<file path="src/hdl/fbpa_pkg.sv">
`timescale 1ns / 1ps

package fbpa_pkg;

   localparam int NUM_BLOCKS = 64;
   localparam int ADDR_W     = $clog2(NUM_BLOCKS);
   // A link holds a block index or NUM_BLOCKS, which marks the end of the list.
   localparam int LINK_W     = $clog2(NUM_BLOCKS + 1);

   typedef logic [ADDR_W-1:0] addr_type;
   typedef logic [LINK_W-1:0] link_type;

   // One word of the block store: the in-use flag and the next link.
   typedef struct packed {
      logic     in_use;
      link_type link;
   } entry_type;

   // Write request from the control logic to the block store.
   typedef struct packed {
      logic      en;
      addr_type  addr;
      entry_type entry;
   } store_wr_type;

   typedef enum logic [1:0] {
      STATUS_DONE     = 2'd0,
      STATUS_FALLBACK = 2'd1,
      STATUS_EXTERNAL = 2'd2,
      STATUS_ERROR    = 2'd3
   } status_type;

   localparam logic OP_ALLOC = 1'b0;
   localparam logic OP_FREE  = 1'b1;

endpackage

</file>
<file path="src/hdl/fbpa_entry_store.sv">
`timescale 1ns / 1ps

module fbpa_entry_store
   import fbpa_pkg::*;
(
   input  logic         clock,
   input  logic         reset,
   input  logic         rd_en,
   input  addr_type     rd_addr,
   output entry_type    rd_entry,
   input  store_wr_type wr
);

   entry_type              mem [NUM_BLOCKS];
   logic [NUM_BLOCKS-1:0]  valid_ff;
   logic [NUM_BLOCKS-1:0]  valid_in;
   entry_type              rd_data_ff;
   logic                   rd_valid_ff;
   addr_type               rd_addr_ff;

   // An entry never written since reset reads as free, linked to the next block.
   always_comb begin
      valid_in = valid_ff;
      if (wr.en) begin
         valid_in[wr.addr] = 1'b1;
      end
   end

   always_ff @(posedge clock) begin
      if (reset) begin
         valid_ff <= '0;
      end else begin
         valid_ff <= valid_in;
      end
   end

   always_ff @(posedge clock) begin
      if (wr.en) begin
         mem[wr.addr] <= wr.entry;
      end
   end

   always_ff @(posedge clock) begin
      if (rd_en) begin
         rd_data_ff  <= mem[rd_addr];
         rd_valid_ff <= valid_ff[rd_addr];
         rd_addr_ff  <= rd_addr;
      end
   end

   always_comb begin
      if (rd_valid_ff) begin
         rd_entry = rd_data_ff;
      end else begin
         rd_entry.in_use = 1'b0;
         rd_entry.link   = LINK_W'(rd_addr_ff) + LINK_W'(1);
      end
   end

endmodule

</file>
<file path="src/hdl/fixed_block_pool_allocator.sv">
`timescale 1ns / 1ps

// Fixed-size block pool allocator. The pool of NUM_BLOCKS blocks is kept as a
// LIFO free list: a head register plus one store word per block that holds the
// block's in-use flag and its next link. After reset the list runs block 0,
// 1, 2 and so on, and block_size is 64. An allocate beat pops the head block,
// or reports fallback when the list is empty or the request is larger than
// block_size. A free beat of a pool block that is in use pushes it back on the
// head; a free of an external block is passed through, and a free of a block
// that is not in use is reported as an error and changes nothing. Every
// request beat yields exactly one response beat. Each request has a read step,
// which reads the block's store word from the synchronous memory, and an
// execute step, which updates it and loads the response register. A new
// request is taken while the previous response still waits to be accepted,
// but the execute step holds until the response register is free. No
// clearing pass is needed after reset. block_size is written through the csr
// port, which is always ready; write it only while no request is in flight.
module fixed_block_pool_allocator
   import fbpa_pkg::*;
(
   input  logic        clock,
   input  logic        reset,

   input  logic        csr_valid,
   output logic        csr_ready,
   input  logic [15:0] csr_data,

   input  logic        req_valid,
   output logic        req_stall,
   input  logic        req_opcode,
   input  logic [15:0] req_request_size,
   input  logic [5:0]  req_block_index,
   input  logic        req_from_pool,

   output logic        rsp_valid,
   input  logic        rsp_stall,
   output logic [1:0]  rsp_status,
   output logic [5:0]  rsp_granted_index,
   output logic        rsp_granted_from_pool
);

   typedef enum logic [1:0] {
      ST_IDLE = 2'b01,
      ST_EXEC = 2'b10
   } state_type;

   state_type    state_ff, state_in;
   logic [15:0]  block_size_ff, block_size_in;
   link_type     free_head_ff, free_head_in;

   // Request captured at acceptance.
   logic         op_ff;
   logic [15:0]  size_ff;
   logic [5:0]   idx_ff;
   logic         pool_ff;

   logic         rsp_valid_ff, rsp_valid_in;
   status_type   status_ff, status_in;
   logic [5:0]   granted_ff, granted_in;
   logic         granted_pool_ff, granted_pool_in;

   logic         req_accept;
   logic         exec_fire;
   addr_type     rd_addr;
   entry_type    rd_entry;
   store_wr_type wr;

   assign csr_ready = 1'b1;
   assign req_stall = (state_ff != ST_IDLE);
   assign req_accept = req_valid && !req_stall;

   // The store is read with the head for an allocate and with the freed
   // index for a free; the data is ready in the execute cycle.
   assign rd_addr = (req_opcode == OP_FREE) ? ADDR_W'(req_block_index)
                                            : free_head_ff[ADDR_W-1:0];

   fbpa_entry_store u_store (
      .clock    (clock),
      .reset    (reset),
      .rd_en    (req_accept),
      .rd_addr  (rd_addr),
      .rd_entry (rd_entry),
      .wr       (wr)
   );

   // The execute step may only load the response register when it is empty
   // or its beat is leaving in this cycle.
   assign exec_fire = (state_ff == ST_EXEC) && (!rsp_valid_ff || !rsp_stall);

   always_comb begin
      state_in        = state_ff;
      block_size_in   = block_size_ff;
      free_head_in    = free_head_ff;
      rsp_valid_in    = rsp_valid_ff && rsp_stall;
      status_in       = status_ff;
      granted_in      = granted_ff;
      granted_pool_in = granted_pool_ff;
      wr              = '0;

      if (csr_valid && csr_ready) begin
         block_size_in = csr_data;
      end

      unique case (state_ff)
         ST_IDLE: begin
            if (req_accept) begin
               state_in = ST_EXEC;
            end
         end
         ST_EXEC: begin
            if (exec_fire) begin
               state_in        = ST_IDLE;
               rsp_valid_in    = 1'b1;
               granted_in      = '0;
               granted_pool_in = 1'b0;
               if (op_ff == OP_ALLOC) begin
                  if ((free_head_ff == LINK_W'(NUM_BLOCKS)) || (size_ff > block_size_ff)) begin
                     status_in = STATUS_FALLBACK;
                  end else begin
                     // Pop: the head block goes in use and its link becomes the head.
                     wr.en           = 1'b1;
                     wr.addr         = free_head_ff[ADDR_W-1:0];
                     wr.entry.in_use = 1'b1;
                     wr.entry.link   = rd_entry.link;
                     free_head_in    = rd_entry.link;
                     status_in       = STATUS_DONE;
                     granted_in      = 6'(free_head_ff);
                     granted_pool_in = 1'b1;
                  end
               end else if (!pool_ff) begin
                  status_in = STATUS_EXTERNAL;
               end else if ((LINK_W'(idx_ff) >= LINK_W'(NUM_BLOCKS)) || !rd_entry.in_use) begin
                  status_in = STATUS_ERROR;
               end else begin
                  // Push: the freed block links to the old head and becomes the head.
                  wr.en           = 1'b1;
                  wr.addr         = ADDR_W'(idx_ff);
                  wr.entry.in_use = 1'b0;
                  wr.entry.link   = free_head_ff;
                  free_head_in    = LINK_W'(idx_ff);
                  status_in       = STATUS_DONE;
               end
            end
         end
         default: begin
            state_in = ST_IDLE;
         end
      endcase
   end

   always_ff @(posedge clock) begin
      if (reset) begin
         state_ff      <= ST_IDLE;
         block_size_ff <= 16'd64;
         free_head_ff  <= '0;
         rsp_valid_ff  <= 1'b0;
      end else begin
         state_ff      <= state_in;
         block_size_ff <= block_size_in;
         free_head_ff  <= free_head_in;
         rsp_valid_ff  <= rsp_valid_in;
      end
   end

   always_ff @(posedge clock) begin
      if (req_accept) begin
         op_ff   <= req_opcode;
         size_ff <= req_request_size;
         idx_ff  <= req_block_index;
         pool_ff <= req_from_pool;
      end
      status_ff       <= status_in;
      granted_ff      <= granted_in;
      granted_pool_ff <= granted_pool_in;
   end

   assign rsp_valid             = rsp_valid_ff;
   assign rsp_status            = status_ff;
   assign rsp_granted_index     = granted_ff;
   assign rsp_granted_from_pool = granted_pool_ff;

`ifndef SYNTHESIS
   // An accepted request always moves into the execute step.
   a_accept_to_exec: assert property (@(posedge clock) disable iff (reset)
      req_accept |=> (state_ff == ST_EXEC))
      else $error("accepted request did not enter execute");

   // A new response appears only right after an execute step.
   a_rsp_from_exec: assert property (@(posedge clock) disable iff (reset)
      $rose(rsp_valid_ff) |-> $past(state_ff == ST_EXEC))
      else $error("response raised without an execute step");

   // The head is a block index or the end-of-list mark.
   a_head_range: assert property (@(posedge clock) disable iff (reset)
      free_head_ff <= LINK_W'(NUM_BLOCKS))
      else $error("free list head out of range");

   // A grant from the pool is always reported as done.
   a_grant_status: assert property (@(posedge clock) disable iff (reset)
      (rsp_valid_ff && granted_pool_ff) |-> (status_ff == STATUS_DONE))
      else $error("pool grant with wrong status");
`endif

endmodule

</file>
<file path="config.mk">
export PLATFORM = sky130hd
export DESIGN_NAME = fixed_block_pool_allocator
export DESIGN_NICKNAME = d
export VERILOG_FILES = /design/src/hdl/fbpa_pkg.sv /design/src/hdl/fbpa_entry_store.sv /design/src/hdl/fixed_block_pool_allocator.sv
export SDC_FILE = /design/constraint.sdc
export NUM_CORES = 1
export LEC_CHECK = 0
export BUFFER_PORTS_ARGS = -buffer_cell sky130_fd_sc_hd__buf_2
export CAP_MARGIN = 15
export CORE_AREA = 2 2 201 253
export DETAILED_ROUTE_END_ITERATION = 10
export DIE_AREA = 0 0 203 255
export PLACE_DENSITY = 0.76
export SLEW_MARGIN = 30
export SYNTH_ARGS = -nofsm -noshare
export SYNTH_HDL_FRONTEND = slang
export SYNTH_SLANG_ARGS = --single-unit
</file>
<file path="constraint.sdc">
create_clock -name clock -period 7.9 [get_ports clock]
set_input_delay 0.79 -clock clock [delete_from_list [all_inputs] [get_ports clock]]
set_output_delay 0.79 -clock clock [all_outputs]
set_load 0.005 [all_outputs]
</file>
# After elaboration in Yosys (flattened, before gate mapping)
# Memory sizes are Yosys's and may differ from the RTL's. A register that Yosys moved wholly into a read port is not among the register bits.
# Index checks and enable logic that the tools add are counted.
# totals
register_bits	130
ram_bits	512
inputBits	45
out_inout_bits	12
wordCells	71
memories	1
# mem_list
memory	depth	width	rd	rd_ports_with_merged_regs	write_ports	line	source
u_store.mem	64	8	1	1	1	fbpa_entry_store.sv:14	entry_type mem [NUM_BLOCKS];
# classes
n_addsub	1
n_lt_le_gt_ge	4
eq_ne	9
mux	28
n_bitwise	1
reduce_logical	13
# op_table
cell	count
$mux W15	6
$or A64 B64 Y64	1
$mux W7	4
$gt A16 B16 Y1	1
$lt A6 B7 Y1 const B	2
$mux W2	5
$mux W1	8
$mux W8	1
$add A6 B1 Y7 const B	1
$eq A7 B7 Y1 const B	1
$bmux W1 S6	1
$demux W1 S6	1
$ge A6 B1 Y1 const B	1
$mux W6	1
$ne A2 B1 Y1 const B	3
$ne A2 B2 Y1 const B	3
$reduce_and A5 Y1	1
$logic_and A1 B1 Y1	4
$pmux W2 S2	1
$reduce_and A2 Y1	2
$logic_not A1 Y1	3
$eq A2 B1 Y1 const B	1
$eq A2 B2 Y1 const B	1
$logic_or A1 B1 Y1	2
$reduce_or A2 Y1	1

# Depth between registers and ports, before layout
# depth
word_depth	12
depth_mapped	13
mapped_depth_nobuf	11

# By module
# A second synthesis with hierarchy kept.
# hier_totals
cells_unflattened	1451
area_unflattened_um2	25758.5
# by_module_without_submodules
module	instances	cells_each	area_per_inst_um2	seq_area_each_um2
fbpa_entry_store	1	1199	22881.9	17106.4
fixed_block_pool_allocator	1	252	2876.5	1511.4

# Least setup slack after synthesis
# Ideal clock, no wire load.
# synth_timing
path_type	register to register
from	reg size_ff[15]
to	mem u_store.mem[0][0] (netlist bit) (data pin)
setup_time_ps	499
t_arrival_ps	3346
required_time_ps	7401
slack_ps	4055
path_stages_with_launch	10
path_buffers	0
synth_period_minus_slack_ps	3845
cell_sequence	edfxtp_1 > ha_1 > nand4_2 > nor4_2 > and3_1 > a31o_2 > nand2b_2 > inv_2 > a22oi_1 > nor2_1
# synth_rtl
item	line	source
start, declared	fixed_block_pool_allocator.sv:53	logic [15:0] size_ff;
start signal, assigned	fixed_block_pool_allocator.sv:168	size_ff <= req_request_size;
end, declared	fbpa_entry_store.sv:14	

# Worst setup path in the final report
# layout_timing
from	reg size_ff[15]
to	mem u_store.mem[8][6] (netlist bit), enable pin
# layout_via
elab_chain_cells	8
# layout_lines
item	line	source
$gt A16 B16 Y1 (*)	fixed_block_pool_allocator.sv:117	if ((free_head_ff == LINK_W'(NUM_BLOCKS)) || (size_ff > block_size_ff)) begin
$logic_or A1 B1 Y1 (*)	fixed_block_pool_allocator.sv:117	
$mux W15 (*)	fixed_block_pool_allocator.sv:117	
$mux W15 (*)	fixed_block_pool_allocator.sv:116	if (op_ff == OP_ALLOC) begin
$mux W15 (*)	fixed_block_pool_allocator.sv:111	if (exec_fire) begin
$mux W15 (*)	fixed_block_pool_allocator.sv:104	unique case (state_ff)
$mux W1	fbpa_entry_store.sv:38	if (wr.en) begin
$mux W1 (implied by the code)	fbpa_entry_store.sv:39	mem[wr.addr] <= wr.entry;
# Mark *: on every way between the ends. The rest lies on a longest branch, timed or not.

==> summary.txt <==
Final layout
  – Nets: 2336
  – Ant. Diodes: 0
  – Layout cells sized above 1: 10.24%
  – Finished Cell Area: 29810 sq um
  – Fillers: 3675
  – Area Growth Syn to Fin: 10.78%

Drt
  – DR iter-0 viols: 2520
  – Detailed Route WL: 69660 um
  – Via count: 18510
  – Drt wl/cell: 23.35 um
  – Vias per cell: 6.205
  – Drt pass-1 iters: 5
  – # DRC: 0
  – Antenna viol nets, final: 0

Place
  – GP Congestion: 0.9104
  – Port-buffer cells: 55
  – Final HPWL DP: 40900 um
  – Placed cell areas: 27730 sq um
  – Setup WS pre-CTS: 3.173 ns

Timing
  – Final WS setup: 3.575 ns
  – TNS Setup: 0 ns
  – Rel. slew slack: 27.81%
  – RSZ-0062 raised after global routing: no
  – Final Skew: 0.02423 ns
  – Part of the cycle the worst path needs: 54.74%
  – Fin. Hold Viols: 0
  – Min Tclk post-route: 4.325 ns
  – Fmax: 231.2 MHz
  – Setup violators final: 0
  – Worst slew pin tran: 1.076 ns
  – Count of pins over their slew limit: 0

Synthesis
  – Avg Cell Area, Syn: 11.83 sq um
  – Syn Inst Count: 2274
  – Sequential element share of the synthesized area: 69.20%
  – Post-synth ARST share: 0%
  – YS warnings: 0
  – Flops & latches, synth: 650
  – Top_reg_cell synth: edfxtp_1
  – Yosys cell types: 72
  – Netlist Area Pre-Place: 26910 sq um
  – Syn nets: 2336
  – Post-synth EDFFs: 560

Die
  – Initial Util: 54.23%
  – Rows: 92
  – IO Count: 57
  – Die Wd: 203 um
  – DIE AREA: 51770 sq um
  – Core Box Area: 49610 sq um
  – Die H: 255 um

Critical path
  – Setup slack, reg-to-reg: 3.58 ns
  – Critical path arrival: 4.57 ns
  – Critical path fanouts, max: 13
  – Setup Crit Path Kind: flop to flop
  – Max incr delay on CP: 0.96 ns
  – Reg2reg path depth: 8
  – CP startpoint kind: flop
  – Worst path slowest cell: nor2_1
  – CP required: 8.14 ns
  – Reg2reg end: u_store.mem[8][6]
  – Cell breakdown of the critical path: ha_1, nand4_2, or3_1, and4_4, a31oi_2, o22ai_1, or2_1, nor2_1
  – Crit. End Element: flop
  – Reg-to-reg startpoint: size_ff[15]

Min path
  – Worst hold-check path type: primary input to flop
  – Hold Path Depth: 1
  – Hold wc startpoint: req_request_size[15]
  – Hold-critical path endpoint: size_ff[15]

GRT
  – Initial antenna violation count: 3
  – First-pass GRT wire length: 104600 um
  – Total global-route track usage: 26.66%
  – Remaining global-route overflow: 0
  – Vias in the first global route: 17739
  – Largest net degree at the start of global routing: 136

Pwr
  – Design Power: 0.007076 W
  – Peak VDD IR: 0.1976 mV
  – PD cells: 237.4 nW/um^2
  – Static leakage: 10.71 nW

Clocking
  – CTS Buf Count: 59
  – Root Driver: clkbuf_16
  – CTS tree: done
  – H-tree Lvls: 2
  – Clock sinks: 650
  – Clock Tree Buf Depth: 3
  – Post-CTS Resized: 0
  – Post-CTS Setup Bufs: 0
  – Clock-pin slew on the worst setup and hold paths: 0.07 ns
  – Worst skew pair latency: 0.62 ns
  – Post-CTS Hold Fix Bufs: 0

Flow run
  – Max-cap violations: 0

Outcome
  – Outcome: finished, final reports clean
## cells in the final DEF, fill, tap and decap left out, types with 5 or more instances in the layout
cell type	n
nor2_4	15
clkinv_2	10
o21a_1	43
bufinv_16	7
a22oi_1	9
a22o_1	9
dfxtp_1	90
a211oi_1	6
clkbuf_16	62
clkinv_1	8
nor2_1	109
clkbuf_8	5
or3_1	11
buf_4	29
nand3_1	298
buf_2	55
edfxtp_1	560
nand2_1	606
a311oi_1	87
nor2_2	9
a21oi_1	37
and2_1	6
nor3_1	19
clkbuf_1	13
ha_1	17
inv_1	30
and3_1	41
mux2i_1	20
a31oi_1	18
## layer usage
layer / GRT usage, % / vias to the layer above / wire [um]
met2: 45.32 / 1090 / 34020
met4: 14.91 / 2 / 3928
met3: 4.545 / 227 / 6662
li1: - / 8240 / -
met5: 0 / - / 13
met1: 32.54 / 8951 / 25030
## registers in the layout, indices dropped and copies added, names as in the netlist, 2 cells and up
signal / flops
rsp_status: 2
u_store.rd_data_ff: 8
state_ff: 2
size_ff: 16
u_store.rd_addr_ff: 6
idx_ff: 6
block_size_ff: 16
u_store.mem: 512
u_store.valid_ff: 64
free_head_ff: 7
rsp_granted_index: 6
## cells in the mapped netlist, types with 6 or more instances
| master | n | area share [%] |
|---|---|---|
| inv_2 | 6 | 0.084 |
| nor2_1 | 118 | 1.6 |
| nor2_4 | 7 | 0.29 |
| a21oi_1 | 37 | 0.69 |
| a22o_1 | 9 | 0.29 |
| o21a_1 | 45 | 1.3 |
| nand3_1 | 298 | 5.5 |
| nor3_1 | 19 | 0.35 |
| a31oi_1 | 18 | 0.42 |
| nand2_1 | 606 | 8.5 |
| ha_1 | 17 | 0.79 |
| a22oi_1 | 9 | 0.25 |
| clkbuf_1 | 75 | 1.0 |
| buf_2 | 52 | 0.97 |
| and2_1 | 6 | 0.14 |
| and3_1 | 41 | 0.95 |
| a311oi_1 | 88 | 2.9 |
| inv_1 | 30 | 0.42 |
| dfxtp_1 | 90 | 6.7 |
| or3_1 | 11 | 0.26 |
| a211oi_1 | 6 | 0.17 |
| nor2_2 | 8 | 0.19 |
| mux2i_1 | 21 | 0.78 |
| buf_1 | 16 | 0.22 |
| edfxtp_1 | 560 | 63 |
## final cells by class
cell class | instances | area [sq um] | area share (%)
Clock buffer | 80 | 1669 | 5.600
Clock inverter | 32 | 387.9 | 1.301
Sequential cell | 650 | 18620 | 62.46
Tap cell | 658 | 823.3 | 2.762
Inverter | 37 | 150.1 | 0.5037
Timing Repair Buffer | 86 | 533.0 | 1.788
Multi-Input combinational cell | 1440 | 7626 | 25.58
## per-stage QoR
| step | util (%) | hold WS [ns] | std cells |
|---|---|---|---|
| floorplan | - | 0.4249 | 2274 |
| global placement | 55.88 | 0.4328 | 2871 |
| detailed placement | 55.89 | 0.4482 | 2871 |
| CTS | 60.04 | 0.3320 | 2983 |
| global route | 60.08 | 0.3284 | 2983 |
| finish | 60.08 | 0.3468 | 2983 |
## worst max-delay path, delay by kind of cell (launching register included)
kind	cells	cell delay [ns]
fa+ha+maj	1	0.34
simple gates	5	2.43
flops	1	0.37
compound gates	2	0.80
## cells by family after synthesis
family,count (synthesis),share of synthesized area (%)
and+or+nand+nor,1142,18.64
DFF,650,69.20
AOI/OAI and AO/OA,252,7.399
buffers and inverters,184,2.879
muxes,24,0.9486
adders and majority gates,17,0.7905
xor gates and xnor gates,4,0.1302
other,1,0.01394
## worst max-delay path by stage
stage	start	to	slack [ns]
CTS	size_ff[15]	u_store.mem[8][6]	3.68
global route	free_head_ff[0]	u_store.rd_data_ff[3]	3.44
global placement	req_opcode	u_store.rd_data_ff[1]	3.20
finish	size_ff[15]	u_store.mem[8][6]	3.58
detailed placement	req_opcode	u_store.rd_data_ff[1]	3.17
floorplan	size_ff[15]	u_store.mem[0][0]	4.05
## where the power goes
part / switching [W] / total, W / internal [W]
Combinational: 0.000254 / 0.000354 / 0.0000995
Sequential: 0.0000213 / 0.00373 / 0.00371
Clock: 0.00127 / 0.00299 / 0.00172
No activity file was read; power rests on OpenSTA's default activity.
